**config.mk**
```make
export PLATFORM = sky130hd
export DESIGN_NAME = stack_relocation_evaluator
export DESIGN_NICKNAME = d
export VERILOG_FILES = /design/src/design/sre_pkg.sv /design/src/design/stack_relocation_evaluator.sv
export SDC_FILE = /design/constraint.sdc
export NUM_CORES = 2
export LEC_CHECK = 0
export BUFFER_PORTS_ARGS = -buffer_cell sky130_fd_sc_hd__buf_2
export CAP_MARGIN = 20
export CORE_MARGIN = 1.5
export CORE_UTILIZATION = 31
export DETAILED_ROUTE_END_ITERATION = 16
export MAX_ROUTING_LAYER = met4
export PLACE_DENSITY_LB_ADDON = 0.08
export SETUP_SLACK_MARGIN = 0.2
export SYNTH_ARGS = -nofsm -noshare
export SYNTH_HDL_FRONTEND = slang
export SYNTH_SLANG_ARGS = --single-unit
```
**constraint.sdc**
```tcl
create_clock -name clk -period 21.1 [get_ports clk]
set_clock_uncertainty 0.05 [all_clocks]
set_input_delay 2.11 -clock clk [delete_from_list [all_inputs] [get_ports clk]]
set_output_delay 2.11 -clock clk [all_outputs]
set_load 0.05 [all_outputs]
```
**src/design/sre_pkg.sv**
```systemverilog
// ----------------------------------------------------------------------------
// sre_pkg: shared codes for the stack relocation evaluator
// Relocation kind codes, status codes and fixed field widths.
// ----------------------------------------------------------------------------
`timescale 1ns / 1ps
`default_nettype none

package sre_pkg;

  localparam int unsigned WORD_W  = 64;
  localparam int unsigned INSN_W  = 32;
  localparam int unsigned MODE_W  = 4;
  localparam int unsigned STAT_W  = 3;
  localparam int unsigned SHAMT_W = 6;

  typedef logic [MODE_W-1:0] mode_t;
  typedef logic [STAT_W-1:0] status_t;

  // relocation kinds
  localparam mode_t MODE_ABS32          = 4'd0;
  localparam mode_t MODE_ABS64          = 4'd1;
  localparam mode_t MODE_PUSH_PCREL     = 4'd2;
  localparam mode_t MODE_PUSH_ABS       = 4'd3;
  localparam mode_t MODE_PUSH_GPREL     = 4'd4;
  localparam mode_t MODE_PUSH_PLT_PCREL = 4'd5;
  localparam mode_t MODE_SUB            = 4'd6;
  localparam mode_t MODE_SHL            = 4'd7;
  localparam mode_t MODE_SAR            = 4'd8;
  localparam mode_t MODE_ADD            = 4'd9;
  localparam mode_t MODE_POP_10_12      = 4'd10;
  localparam mode_t MODE_POP_10_16_S2   = 4'd11;
  localparam mode_t MODE_POP_5_20       = 4'd12;
  localparam mode_t MODE_POP_0_5_10_16  = 4'd13;
  localparam mode_t MODE_POP_0_10_10_16 = 4'd14;

  // result status
  localparam status_t ST_OK        = 3'd0;
  localparam status_t ST_UNDERFLOW = 3'd1;
  localparam status_t ST_OVERFLOW  = 3'd2;
  localparam status_t ST_RANGE     = 3'd3;
  localparam status_t ST_UNALIGNED = 3'd4;
  localparam status_t ST_UNSUPP    = 3'd5;

endpackage

`default_nettype wire

```
**src/design/stack_relocation_evaluator.sv**
```systemverilog
// ----------------------------------------------------------------------------
// stack_relocation_evaluator: relocation records against a value stack
// Absolute stores, stack pushes, binary stack ops and pop-and-patch kinds.
// ----------------------------------------------------------------------------
// The block accepts one relocation record per cycle and returns one result
// word per record. A record is held in the input register, then its word in
// the result register, which drives the outputs. While out_ready stays high
// the sustained rate is one record per clock:
// the value stack is a row of shifting registers whose top two entries feed
// the arithmetic, and the stack and its count update in the same cycle the
// record is evaluated, so the next record sees them at once. While a result
// waits for out_ready, the input register takes at most one more record and
// then holds in_ready low until the result word is taken. Stack entries are
// not cleared by reset; the count is, so no entry is read before it has been
// written.
`timescale 1ns / 1ps
`default_nettype none

module stack_relocation_evaluator
  import sre_pkg::*;
#(
  parameter int unsigned STACK_DEPTH = 16
) (
  input  wire logic                clk,
  input  wire logic                rst,
  input  wire logic                in_valid,
  output logic                     in_ready,
  input  wire logic [MODE_W-1:0]   mode,
  input  wire logic [WORD_W-1:0]   sym_value,
  input  wire logic                sym_present,
  input  wire logic signed [WORD_W-1:0] addend,
  input  wire logic [WORD_W-1:0]   place_address,
  input  wire logic [INSN_W-1:0]   current_word,
  output logic                     out_valid,
  input  wire logic                out_ready,
  output logic [STAT_W-1:0]        status,
  output logic                     write_valid,
  output logic                     write_is_64,
  output logic [WORD_W-1:0]        write_data
);

  localparam int unsigned CNT_W = $clog2(STACK_DEPTH + 1);
  localparam logic [CNT_W-1:0] CNT_FULL = CNT_W'(STACK_DEPTH);
  localparam logic [CNT_W-1:0] CNT_ONE  = CNT_W'(1);

  typedef enum logic [1:0] {
    STK_HOLD,
    STK_PUSH,
    STK_POP,
    STK_POP_REPLACE
  } stk_op_t;

  // input register
  logic              in_q_valid;
  mode_t             in_mode;
  logic [WORD_W-1:0] in_sym;
  logic [WORD_W-1:0] in_addend;
  logic [WORD_W-1:0] in_place;
  logic [INSN_W-1:0] in_word;

  // stack
  logic [WORD_W-1:0] stack_entries [STACK_DEPTH];
  logic [CNT_W-1:0]  stack_top;

  // evaluation
  logic              advance;
  logic              fire;
  stk_op_t           stk_op;
  logic [WORD_W-1:0] stk_val;
  logic [WORD_W-1:0] sum_abs;
  logic [WORD_W-1:0] sum_pcrel;
  logic [WORD_W-1:0] opa;
  logic [WORD_W-1:0] opb;
  logic [WORD_W-1:0] bin_res;
  logic [WORD_W-1:0] pop_sh;
  logic [INSN_W-1:0] patched;
  logic              fits_ok;
  logic              stk_full;
  logic              stk_empty;
  status_t           status_next;
  logic              wv_next;
  logic              w64_next;
  logic [WORD_W-1:0] data_next;

  assign advance  = !out_valid || out_ready;
  assign in_ready = !in_q_valid || advance;
  assign fire     = in_q_valid && advance;

  always_ff @(posedge clk) begin
    if (rst) begin
      in_q_valid <= 1'b0;
    end else if (in_ready) begin
      in_q_valid <= in_valid;
    end
    if (in_valid && in_ready) begin
      in_mode   <= mode;
      in_sym    <= sym_present ? sym_value : '0;
      in_addend <= addend;
      in_place  <= place_address;
      in_word   <= current_word;
    end
  end

  assign stk_full  = (stack_top == CNT_FULL);
  assign stk_empty = (stack_top == '0);
  assign opb       = stack_entries[0];
  assign opa       = stack_entries[1];
  assign sum_abs   = in_sym + in_addend;
  assign sum_pcrel = sum_abs - in_place;

  always_comb begin
    case (in_mode)
      MODE_SUB: bin_res = opa - opb;
      MODE_SHL: bin_res = opa << opb[SHAMT_W-1:0];
      MODE_SAR: bin_res = WORD_W'($signed(opa) >>> opb[SHAMT_W-1:0]);
      default:  bin_res = opa + opb;
    endcase
  end

  // scaled kinds drop the two alignment bits, keeping the sign
  always_comb begin
    if (in_mode == MODE_POP_10_12 || in_mode == MODE_POP_5_20) begin
      pop_sh = opb;
    end else begin
      pop_sh = {{2{opb[WORD_W-1]}}, opb[WORD_W-1:2]};
    end
  end

  always_comb begin
    case (in_mode)
      MODE_POP_10_12: begin
        fits_ok = (&pop_sh[WORD_W-1:11]) || !(|pop_sh[WORD_W-1:11]);
        patched = {in_word[31:22], pop_sh[11:0], in_word[9:0]};
      end
      MODE_POP_10_16_S2: begin
        fits_ok = (&pop_sh[WORD_W-1:15]) || !(|pop_sh[WORD_W-1:15]);
        patched = {in_word[31:26], pop_sh[15:0], in_word[9:0]};
      end
      MODE_POP_5_20: begin
        fits_ok = (&pop_sh[WORD_W-1:19]) || !(|pop_sh[WORD_W-1:19]);
        patched = {in_word[31:25], pop_sh[19:0], in_word[4:0]};
      end
      MODE_POP_0_5_10_16: begin
        fits_ok = (&pop_sh[WORD_W-1:20]) || !(|pop_sh[WORD_W-1:20]);
        patched = {in_word[31:26], pop_sh[15:0], in_word[9:5], pop_sh[20:16]};
      end
      default: begin
        fits_ok = (&pop_sh[WORD_W-1:25]) || !(|pop_sh[WORD_W-1:25]);
        patched = {in_word[31:26], pop_sh[15:0], pop_sh[25:16]};
      end
    endcase
  end

  always_comb begin
    stk_op      = STK_HOLD;
    stk_val     = bin_res;
    status_next = ST_OK;
    wv_next     = 1'b0;
    w64_next    = 1'b0;
    data_next   = '0;
    case (in_mode)
      MODE_ABS32: begin
        wv_next   = 1'b1;
        data_next = {32'd0, sum_abs[31:0]};
      end
      MODE_ABS64: begin
        wv_next   = 1'b1;
        w64_next  = 1'b1;
        data_next = sum_abs;
      end
      MODE_PUSH_PCREL, MODE_PUSH_PLT_PCREL, MODE_PUSH_ABS: begin
        stk_val = (in_mode == MODE_PUSH_ABS) ? sum_abs : sum_pcrel;
        if (stk_full) begin
          status_next = ST_OVERFLOW;
        end else begin
          stk_op = STK_PUSH;
        end
      end
      MODE_PUSH_GPREL: begin
        stk_op = STK_HOLD;
      end
      MODE_SUB, MODE_SHL, MODE_SAR, MODE_ADD: begin
        if (stk_empty) begin
          status_next = ST_UNDERFLOW;
        end else if (stack_top == CNT_ONE) begin
          // lone operand is consumed anyway
          status_next = ST_UNDERFLOW;
          stk_op      = STK_POP;
        end else begin
          stk_op = STK_POP_REPLACE;
        end
      end
      MODE_POP_10_12, MODE_POP_10_16_S2, MODE_POP_5_20,
      MODE_POP_0_5_10_16, MODE_POP_0_10_10_16: begin
        if (stk_empty) begin
          status_next = ST_UNDERFLOW;
        end else begin
          stk_op = STK_POP;
          if (in_mode != MODE_POP_10_12 && in_mode != MODE_POP_5_20 &&
              opb[1:0] != 2'b00) begin
            status_next = ST_UNALIGNED;
          end else if (!fits_ok) begin
            status_next = ST_RANGE;
          end else begin
            wv_next   = 1'b1;
            data_next = {32'd0, patched};
          end
        end
      end
      default: begin
        status_next = ST_UNSUPP;
      end
    endcase
  end

  // stack entries carry no reset; the count guards every read
  always_ff @(posedge clk) begin
    if (fire) begin
      case (stk_op)
        STK_PUSH: begin
          stack_entries[0] <= stk_val;
          for (int i = 1; i < STACK_DEPTH; i++) begin
            stack_entries[i] <= stack_entries[i-1];
          end
        end
        STK_POP: begin
          for (int i = 0; i < STACK_DEPTH - 1; i++) begin
            stack_entries[i] <= stack_entries[i+1];
          end
        end
        STK_POP_REPLACE: begin
          stack_entries[0] <= stk_val;
          for (int i = 1; i < STACK_DEPTH - 1; i++) begin
            stack_entries[i] <= stack_entries[i+1];
          end
        end
        default: begin
        end
      endcase
    end
  end

  always_ff @(posedge clk) begin
    if (rst) begin
      stack_top <= '0;
      out_valid <= 1'b0;
    end else begin
      if (fire) begin
        case (stk_op)
          STK_PUSH:                 stack_top <= stack_top + CNT_ONE;
          STK_POP, STK_POP_REPLACE: stack_top <= stack_top - CNT_ONE;
          default:                  stack_top <= stack_top;
        endcase
      end
      if (advance) begin
        out_valid <= in_q_valid;
      end
    end
    if (fire) begin
      status      <= status_next;
      write_valid <= wv_next;
      write_is_64 <= w64_next;
      write_data  <= data_next;
    end
  end

endmodule

`default_nettype wire
```
==> impl_metrics.toml <==
[run_status]
status = "completed"

[pwr]
max-vdd-ir-drop_mv = 0.05354
p_per_area_mw_per_mm2 = 78.08
power.total_w = 0.006671
p_leak_nw = 30.85

[sta]
tightest_slew_ps = 1094
setup_tns_ps = 0
slew_violations = 0
rsz0062_at_grt = "no"
slew_headroom = 0.2705
period_share = 0.3894
setup-violations-final = 0
fmax_mhz = 121.7
finalHoldViolations = 0
post-route-min-period_ps = 8217

[floorplan]
row_count = 181
fp.dieH_microns = 496.8
start_util = 0.3113
ios = 304
core_region_area_sq_mm = 0.2428
die-area_sq_mm = 0.2468
die_x_microns = 496.8

[clock_network]
cts_hold_buf = 0
clk_path_buf_depth = 3
ctsResizeCount = 0
clk_pin_slew_ps = 60
cts_root_buffer = "clkbuf_16"
clkSinkCount = 1316
ctsHtreeMaxLevel = 4
clock_latency_ps = 850
cts_inserted_buffers = 159
cts_setup_buffers = 0
cts_tree = "built"

[placement]
gp_congestion = 0.9235
hpwl_mm = 187.2
port_buffers = 291

[synth]
syn_nets = 7580
synth_top_area_frac = 0.5201
synth_top_area_cell = "edfxtp_1"
yosys_warnings = 0
synth.area.top_cells = "edfxtp_1 (52%), nand2_1 (8.5%), mux2_2 (6.9%), mux4_2 (3.5%), ha_1 (3.2%)"
netlist_area_sq_mm = 0.07557
synth-seq-cells = 1316
ys_seq_area_frac = 0.5220
avgSynthCellArea_sq_um = 10.57
synth_edf_count = 1309
async_reset_ff_frac = 0
syn_inst = 7150
synth_cell_types = 109
ys.flop_type = "edfxtp_1"

[layout]
drive_gt1_frac = 0.1746
areaGrowthSynthToFinish_pct = 13.04
final_nets = 7712

[worst_setup_path]
worst-setup-path-type = "flop to flop"
cp-end-kind = "flop"
cp_data_required_time_ps = 21570
arrival_ps = 8690
start_kind = "flop"
path_max_fanout = 129

[detailed_routing]
drt-total-wl_mm = 260.5
wl_per_cell_microns = 24.51
post-route-drc-count = 0
dr.first_iter.drc_count = 4991
vias_per_cell = 5.302
vias = 56372
ant_nets = 0
drtPass1Iterations = 8

[grt]
grt_pass1_wl_mm = 383.2
grt_pass1_vias = 56791
antenna_found_initial = 29
grt_overflow = 0
grtUsageTotal = 0.2144
grt_max_degree = 191

[min_path]
hp-class = "flop to flop"

[run]
cap_violations = 0
==> layout make-up <==
type                    count  area (sq um)
well taps                3202          4006
multi-input cells        5224         33820
inverters                 167         630.6
flip-flops and latches   1316         39450
repair buffers            414          2510
clock buffers             199          4193
diodes                     20         50.05
clock inverters            90         770.7
fillers                 24685        157300
==> path summary, 6_finish.rpt <==
path	from	endpoint	slack (ps)	cells after the start
setup reg to reg	stack_entries[0][1]$_DFFE_PP_	stack_entries[0][55]$_DFFE_PP_	12880	21
hold / removal	stack_entries[1][420]$_DFFE_PP_	stack_entries[1][484]$_DFFE_PP_	390	0
hold reg to reg	stack_entries[1][420]$_DFFE_PP_	stack_entries[1][484]$_DFFE_PP_	390	0
setup / recovery	stack_entries[0][1]$_DFFE_PP_	stack_entries[0][55]$_DFFE_PP_	12880	21
==> cells in the final DEF (no fill, tap or decap), drive strengths merged, types with 103 or more instances in the layout <==
cell / Yosys / layout
inv: 163 / 169
buf: 97 / 413
mux2i: 128 / 128
nand2: 1707 / 1707
clkbuf: 346 / 200
mux2: 463 / 463
a21oi: 409 / 409
xor2: 104 / 104
ha: 194 / 194
nor3: 122 / 122
nor2: 517 / 517
o21ai: 305 / 305
a21o: 129 / 129
edfxtp: 1309 / 1309
and2: 103 / 103
mux4: 118 / 118
xnor2: 120 / 120
==> sequential cells by signal (all words and copies together), names as in the netlist <==
name           count
stack_entries   1024
in_addend         64
in_place          64
in_sym            64
write_data        64
in_word           20
stack_top          5
in_mode            4
status             3
in_q_valid         1
out_valid          1
write_is_64        1
write_valid        1
==> layer usage <==
| layer | vias up | global-route usage | wire [microns] |
|---|---|---|---|
| met4 | 0 | 0.06192 | 7081 |
| li1 | 26284 | - | - |
| met1 | 28089 | 0.2990 | 123400 |
| met3 | 374 | 0.03287 | 14170 |
| met2 | 1625 | 0.3210 | 115900 |
| met5 | - | - | 0 |
==> where the power goes <==
part	switching (W)	internal, W
Clock	0.00114	0.00151
Sequential	0.0000400	0.00294
Combinational	0.000686	0.000359
==> worst max-delay path, stage by stage (launching register included) <==
cell       delay [ps]
edfxtp_1          380
buf_12            570
clkinv_1         1050
ha_1              740
nand3_1           290
nor2_1            100
nand2_1           370
nor3_1            230
a21oi_1           210
xnor2_1            90
ha_1              410
nand2_1           180
nor3_1            290
nand3_1           150
nor4_1            510
o211ai_1          330
a31oi_1           420
o221ai_1          240
nand2_1           130
xor2_1            110
a2111oi_2         890
a211oi_1           90
==> through the flow <==
step                      hold slack (ps)  utilization  setup slack, ps  area [sq um]  instances
final                               392.8       0.3519            12880         85430      10632
after global routing                402.8       0.3518            12580         85420      10628
after CTS                           391.3       0.3517            12910         85370      10611
after detailed placement            380.3       0.3312            12060         80410      10322
after global placement              375.7       0.3311            12240         80390      10319
after floorplan                     372.2            -             5397         75580       7150
==> cells by family (layout without fill, tap and decap cells) <==
logic type,Yosys count,in the layout,synth area share
buf+inv,610,870,0.03184
other cells,0,20,0
flops,1316,1316,0.5220
simple gates,2757,2757,0.1529
mux,709,709,0.1211
compound gates,1336,1336,0.1131
xor+xnor,224,224,0.02606
fa+ha+maj,198,198,0.03305
==> cell usage after synthesis (118+ instances only) <==
cell	n
clkbuf_1	342
o21ai_0	275
mux2_2	463
edfxtp_1	1309
mux4_2	118
a21o_1	129
xnor2_1	119
inv_1	161
ha_1	194
nand2_1	1707
a21oi_1	405
nor2_1	516
mux2i_1	128
Note: power is estimated with default switching activity, not from simulation.
